--- src/rtl/core/fys_pkg.sv ---
// Package for the shuffle unit: shared types and constants.
// No dependencies.
`default_nettype none
package fys_pkg;
    localparam int unsigned DATA_W = 32;

    // Entry of the queue between the front end and the shuffle engine.
    typedef struct packed {
        logic [DATA_W-1:0] value;
        logic [DATA_W-1:0] random_word;
        logic              last;
    } t_item;

    typedef enum logic [2:0] {
        ST_LOAD,
        ST_DIV,
        ST_RD,
        ST_DIV_GO,
        ST_SWAP,
        ST_EMIT_RD,
        ST_EMIT
    } t_state;
endpackage
`default_nettype wire

--- src/rtl/core/fys_front.sv ---
// Input front end: two-entry queue that decouples the input from the engine.
// Depends on fys_pkg.
`default_nettype none
module fys_front (
    input  wire           i_clk,
    input  wire           i_rst_n,
    input  wire           i_push,
    input  fys_pkg::t_item i_item,
    output logic          o_full,
    output logic          o_valid,
    output fys_pkg::t_item o_item,
    input  wire           i_take
);
    fys_pkg::t_item r_q [2];
    logic [1:0] r_cnt;
    logic       r_rd, r_wr;
    logic       w_push, w_pop;

    assign o_full  = (r_cnt == 2'd2);
    assign o_valid = (r_cnt != 2'd0);
    assign o_item  = r_q[r_rd];
    assign w_push  = i_push && !o_full;
    assign w_pop   = i_take && o_valid;

    always_ff @(posedge i_clk) begin
        if (w_push) r_q[r_wr] <= i_item;
        if (!i_rst_n) begin
            r_cnt <= '0;
            r_rd  <= 1'b0;
            r_wr  <= 1'b0;
        end else begin
            if (w_push) r_wr <= !r_wr;
            if (w_pop)  r_rd <= !r_rd;
            r_cnt <= r_cnt + {1'b0, w_push} - {1'b0, w_pop};
        end
    end
endmodule
`default_nettype wire

--- config.mk ---
export PLATFORM = sky130hd
export DESIGN_NAME = fys_front
export DESIGN_NICKNAME = d
export VERILOG_FILES = /design/src/rtl/core/fys_pkg.sv /design/src/rtl/core/fys_front.sv
export SDC_FILE = /design/constraint.sdc
export NUM_CORES = 1
export LEC_CHECK = 0
export BUFFER_PORTS_ARGS = -buffer_cell sky130_fd_sc_hd__buf_2
export CAP_MARGIN = 20
export CELL_PAD_IN_SITES_DETAIL_PLACEMENT = 0
export CELL_PAD_IN_SITES_GLOBAL_PLACEMENT = 1
export CORE_UTILIZATION = 28
export CTS_CLUSTER_SIZE = 30
export DETAILED_ROUTE_END_ITERATION = 16
export GPL_ROUTABILITY_DRIVEN = 1
export PLACE_DENSITY_LB_ADDON = 0.2
export SLEW_MARGIN = 5
export SYNTH_ARGS = -nofsm -noshare
export SYNTH_HDL_FRONTEND = slang
export SYNTH_SLANG_ARGS = --single-unit
--- constraint.sdc ---
create_clock -name i_clk -period 4.8 [get_ports i_clk]
set_clock_uncertainty 0.1 [all_clocks]
set_input_delay 0 -clock i_clk [delete_from_list [all_inputs] [get_ports i_clk]]
set_output_delay 0 -clock i_clk [all_outputs]
set_load 0.01 [all_outputs]
==> summary.txt, run 1 <==
Worst setup path
  – Max stage delay cell, worst path: nor2_4
  – Reg2reg end: r_q[0][0]$_DFFE_PP_
  – Worst EP required: 4.75 ns
  – Crit path largest cell delay: 0.72 ns
  – R2R depth: 4
  – Worst path cell trace: nand2b_1 > nand2_1 > nor2_4 > buf_4
  – CP Max Fanout: 31
  – Crit path DAT: 2.39 ns
  – Crit end category: register
  – Crit start category: register
  – Kind of critical path: register to register
  – FF-to-FF Start: r_cnt[0]$_SDFF_PN0_
  – Register-to-register setup slack: 2.36 ns

CTS
  – Clock transition at path regs: 0.06 ns
  – Cts hold-fix bufs: 68
  – Clk_lat worst skew: 0.41 ns
  – Root Driver: clkbuf_16
  – CTS Buf Count: 17
  – Max Root-Sink Buffers: 2
  – CTS tree: yes
  – H-Tree Depth: 4
  – Clock sinks: 135
  – CTS resizes: 0
  – Post-CTS setup buffer count: 0

STA
  – RSZ-0062 raised after global routing: no
  – Min Tclk post-route: 2.437 ns
  – Max_slew headroom: 35.97%
  – Final Cycle Share: 50.77%
  – Slew Limit Fails: 0
  – Final hold viol count: 0
  – Setup TNS: 0 ns
  – Final setup violation count: 0
  – Max Freq: 410.3 MHz
  – Worst Tran Pin Value: 0.9604 ns

Finish
  – Layout fillers: 1696
  – Syn-to-layout area delta: 41.16%
  – Fin util: 40.34%
  – Commonest non-fill, non-tap cell in the layout: buf_2
  – Layout cells sized above 1: 51.09%
  – Diodes inserted: 0
  – Multi-input logic area: 1062 um^2
  – Final cell count without fillers: 687
  – Nets: 516
  – Commonest cells after routing, fill and taps aside: 135 x buf_2, 130 x edfxtp_1, 68 x dlygate4sd3_1
  – Sequential Area: 4008 um^2

Synthesis
  – YS warnings: 0
  – Post-synthesis mux area share: 18.11%
  – Syn nets: 298
  – Flops & latches, synth: 135
  – Post-Synth Adder-Cell Area: 0.4874%
  – Syn Inst Count: 227
  – Area of the mapped netlist: 5134 um^2
  – Netlist cell types: 18
  – XOR/XNOR Fraction of Synth Area: 0.5118%
  – Syn_area_per_cell: 22.62 um^2
  – Main combinational cell family by area after synthesis: multiplexers
  – Register area share after synthesis: 77.99%
  – Compound-Gate Fraction of Synth Area: 0.1462%
  – Post-Synth Simple-Gate Area: 1.194%

Min path
  – Hold Startpoint: i_item[55]
  – Hold Crit Class: input port to register
  – Worst hold path depth: 2
  – End of the worst hold path: r_q[0][55]$_DFFE_PP_

Die
  – Die Y: 137.4 um
  – Initial Util: 28.58%
  – Row count: 49
  – Die ar.: 18880 um^2
  – Core area: 17960 um^2
  – Die Wd: 137.4 um
  – I/O pin count: 136

Routing
  – Drt via density: 4.010
  – Remaining DRCs: 0
  – Post-Route WL: 9323 um
  – Via count: 2755
  – WL/cell: 13.57 um
  – DRT Pass-1 Iters: 4
  – Detailed Route Iter0 Violations: 113
  – Remaining antenna violation count: 0

Place
  – IO buf count: 135
  – Post-DP HPWL: 5565 um
  – GPL Wtd Cong: 0.6683
  – Cell total after placement: 587

Global routing
  – First-pass GRT wire length: 14220 um
  – Overflow after GRT: 0
  – Vias in the first global route: 2889
  – Largest net degree at the start of global routing: 66
  – GRT Total Usage: 10.34%
  – Initial antenna violation count: 0

Power and ir drop
  – Sw Ratio: 26.34%
  – PD cells: 486.2 nW/um^2
  – Clock power share: 31.5%
  – Peak VDD IR: 0.0002659 V
  – Sequential Power Share: 44.4%
  – Leak: 2.815 nW
  – Int Pwr: 2.596 mW
  – Net Sw Power: 928.2 uW
  – Combinational cell fraction of total power: 24.1%

Status
  – Outcome: finished, final reports clean

Run
  – Max-cap violation count: 0
power by group through the flow:
stage	registers (mW)	logic [mW]	clock network, mW
3_5_place_dp	1.59	0.827	0
2_1_floorplan	1.55	0.597	0
6_report	1.56	0.849	1.11
3_3_place_gp	1.59	0.828	0
5_1_grt	1.58	0.928	1.19
4_1_cts	1.57	0.874	1.15
layout make-up:
cell class | instances | share of cell area (%)
repair buffers | 206 | 19.03
well taps | 229 | 3.954
multi-input cells | 83 | 14.66
clock buffers | 22 | 6.129
flip-flops and latches | 135 | 55.30
clock inverters | 10 | 0.8287
inverters | 2 | 0.1036
synth_stat cells:
cell	count	area (um^2)
buf_6	6	67.56
and3_1	1	6.260
o21a_1	1	7.510
nor2b_1	2	12.51
xnor2_1	3	26.28
buf_2	1	5.000
or2_2	1	6.260
inv_1	2	7.510
nand2_1	2	7.510
and2_1	2	12.51
dfxtp_1	5	100.1
ha_1	2	25.02
nor2_1	1	3.750
edfxtp_1	130	3904
mux2i_1	1	10.01
mux2_2	15	168.9
mux2_4	50	750.7
nand2b_1	2	12.51
flip-flops by register name (all words and copies together), names as in the netlist, named ones only:
name / flops
r_rd: 1
r_cnt: 2
r_wr: 1
r_q: 130
kinds of logic (layout without fill, tap and decap cells):
family,Yosys count,count (layout)
AO/OA/AOI/OAI,1,1
XOR/XNOR,3,3
adder cells (fa/ha/maj),2,2
buffers and inverters,9,240
flip-flops,135,135
multiplexers,66,66
AND/OR/NAND/NOR,11,11
stage by stage:
stage	worst slack, ns	total power [mW]	instance area [um^2]	hold WS (ns)
after global placement	2.349	2.413	6062	0.08841
after floorplan	0.9145	2.146	5134	-0.001131
after detailed placement	2.285	2.418	6062	0.09065
after CTS	2.272	3.590	7247	0.1821
after global routing	2.123	3.705	7247	0.1912
final	2.363	3.524	7247	0.2118
worst max path at each step:
stage	end	start	slack [ns]	cells past startpoint
3_5_place_dp	r_q[0][10]$_DFFE_PP_	r_cnt[0]$_SDFF_PN0_	2.28	4
6_report	r_q[0][0]$_DFFE_PP_	r_cnt[0]$_SDFF_PN0_	2.36	4
3_3_place_gp	r_q[0][11]$_DFFE_PP_	r_cnt[0]$_SDFF_PN0_	2.35	4
4_1_cts	r_q[0][58]$_DFFE_PP_	r_cnt[0]$_SDFF_PN0_	2.27	4
2_1_floorplan	r_q[0][0]$_DFFE_PP_	r_cnt[0]$_SDFF_PN0_	0.91	3
5_1_grt	r_q[0][63]$_DFFE_PP_	r_cnt[0]$_SDFF_PN0_	2.12	4
worst max-delay path, delay by kind of cell (launching register included):
family,cells,cell delay [ns]
and+or+nand+nor,3,1.04
buffers and inverters,1,0.53
DFF,1,0.36
layer usage:
layer,GRT usage [%],wire length (um),part of all wire (%)
met1,11.69,4139,44
met4,5.678,148,1.6
met5,0,0,0
met3,3.974,598,6.4
met2,16.75,4437,48
Power figures use the tool's default switching activity.
==> run 2: changes to the inputs <==
clock period = 2.3 ns   (was 4.8 ns; I/O delays follow)
==> summary.txt, run 2 (same netlist as run 1, synthesis figures left out) <==
Die
  – Row count: 49 (unchanged)
  – Initial Util: 28.58% (unchanged)
  – Die Y: 137.4 um (unchanged)
  – I/O pin count: 136 (unchanged)
  – Core area: 17960 um^2 (unchanged)
  – Die Wd: 137.4 um (unchanged)
  – Die ar.: 18880 um^2 (unchanged)

CTS
  – Max Root-Sink Buffers: 2 (unchanged)
  – Cts hold-fix bufs: 68 (unchanged)
  – CTS resizes: 0 (unchanged)
  – CTS Buf Count: 17 (unchanged)
  – Clock sinks: 135 (unchanged)
  – Clock transition at path regs: 0.06 ns (about the same)
  – H-Tree Depth: 4 (unchanged)
  – CTS tree: yes
  – Root Driver: clkbuf_16
  – Post-CTS setup buffer count: 0 (unchanged)
  – Clk_lat worst skew: 0.41 ns (about the same)

Power and ir drop
  – Sequential Power Share: 41.2% (-3.2 points)
  – Int Pwr: 5.911 mW (+130%)
  – Combinational cell fraction of total power: 23.5% (-0.6 points)
  – Leak: 2.898 nW (+3.0%)
  – Power Total: 7.887 mW (+120%)
  – Clock power share: 35.3% (+3.8 points)
  – PD cells: 1060 nW/um^2 (+120%)
  – Net Sw Power: 1.975 mW (+110%)
  – Peak VDD IR: 0.0004692 V (+76%)
  – Sw Ratio: 25.05% (-1.3 points)

Finish
  – Fin util: 41.41% (+1.1 points)
  – Design area: 7438 um^2 (+2.6%)
  – Commonest cells after routing, fill and taps aside: 135 x buf_2, 130 x edfxtp_1, 68 x dlygate4sd3_1
  – Syn-to-layout area delta: 44.89%
  – Biggest register: r_q
  – Nets: 519 (+0.58%)
  – Layout cells sized above 1: 51.41% (+0.32 points)
  – Final cell count without fillers: 690 (+0.44%)
  – Commonest non-fill, non-tap cell in the layout: buf_2
  – Max reg flops: 130 (unchanged)
  – Largest regs: r_q: 130 flops, r_cnt: 2 flops
  – Diodes inserted: 0 (unchanged)

STA
  – Setup TNS: 0 ns (unchanged)
  – Slew Limit Fails: 0 (unchanged)
  – Final hold viol count: 0 (unchanged)
  – PnR worst setup slack: 0.3749 ns (-1.988 ns)
  – RSZ-0062 raised after global routing: no
  – Final setup violation count: 0 (unchanged)
  – Min Tclk post-route: 1.925 ns
  – Max_slew headroom: 68.10% (+32 points)
  – Worst Tran Pin Value: 0.4785 ns (-0.4818 ns)
  – Hold Slack: 0.2066 ns (-0.005211 ns)
  – Max Freq: 519.4 MHz
  – Final Cycle Share: 83.70%

Min path
  – Hold Crit Class: input port to register

Routing
  – Drt via density: 4.041 (+0.76%)
  – Remaining antenna violation count: 0 (unchanged)
  – Detailed Route Iter0 Violations: 60 (-47%)
  – Via count: 2788 (+1.2%)
  – DRT Pass-1 Iters: 6 (+2)
  – Post-Route WL: 9459 um (+1.5%)
  – WL/cell: 13.71 um (+1.0%)
  – Remaining DRCs: 0 (unchanged)

Run
  – Max-cap violation count: 0 (unchanged)

Worst setup path
  – Kind of critical path: register to output pin
  – Crit end category: output pin
  – Crit path largest cell delay: 0.65 ns (-0.07 ns)
  – Crit path DAT: 1.83 ns (-0.56 ns)
  – WP buf/inv: 2 (+1)
  – CP Max Fanout: 27 (-13%)
  – Worst path top cell family by delay: flip-flops
  – Worst EP required: 2.20 ns (-2.55 ns)
  – Max stage delay cell, worst path: dfxtp_4
  – Crit start category: register
  – Worst path cell trace: buf_12 > mux2_2 > buf_2

Global routing
  – First-pass GRT wire length: 14270 um (+0.34%)
  – Overflow after GRT: 0 (unchanged)
  – Initial antenna violation count: 0 (unchanged)
  – GRT Total Usage: 10.58% (+0.24 points)
  – Vias in the first global route: 2832 (-2.0%)
  – Largest net degree at the start of global routing: 38 (-42%)

Place
  – IO buf count: 135 (unchanged)
  – Area after DPL: 6147 um^2 (+1.4%)
  – Worst slack, placed: 0.5267 ns (-1.758 ns)
  – GPL Wtd Cong: 0.6627 (-0.84%)
  – Cell total after placement: 590 (+0.51%)

Status
  – Outcome: finished, final reports clean
==> run 2: worst paths after layout <==
check / start / to / slack (ns) / cells after the start
worst min register to register: r_wr$_SDFFE_PN0N_ / r_wr$_SDFFE_PN0N_ / 0.43 / 2
worst max register to register: r_cnt[0]$_SDFF_PN0_ / r_cnt[1]$_SDFF_PN0_ / 0.53 / 8
worst max-delay path: register / o_item[64] / 0.37 / 3
worst min-delay path: i_item[7] / r_q[0][7]$_DFFE_PP_ / 0.21 / 2
==> run 2: worst register-to-register path: cells and delay by family, from the launching register on <==
family                     cells  cell delay (ns)
and+or+nand+nor                3             0.44
buffers and inverters          1             0.04
xor gates and xnor gates       2             0.25
DFF                            1             0.36
adders and majority gates      2             0.48
==> run 2: layout make-up <==
class / count / area (um^2)
sequential: 135 / 4008
timing repair buffer: 209 / 1464
clock buffer: 18 / 429.2
multi-input combinational: 83 / 1062
clock inverter: 14 / 181.4
fill: 1634 / 10530
inverter: 2 / 7.507
tap: 229 / 286.5
==> run 2: power groups by stage <==
stage	logic (mW)	clock network, mW	registers (mW)
after floorplan	1.25	0	3.21
final	1.85	2.78	3.25
after detailed placement	1.82	0	3.31
after global placement	1.81	0	3.30
after global routing	2.03	2.96	3.29
after CTS	1.91	2.87	3.26
==> run 2: per-layer routing <==
metal / track usage, % / routed length (um) / vias up / part of all wire (%)
met2: 17.23 / 4663 / 86 / 49
li1: - / - / 1343 / -
met1: 11.68 / 4062 / 1348 / 43
met4: 6.227 / 167 / 0 / 1.8
met3: 4.121 / 566 / 11 / 6.0
met5: 0 / 0 / - / 0
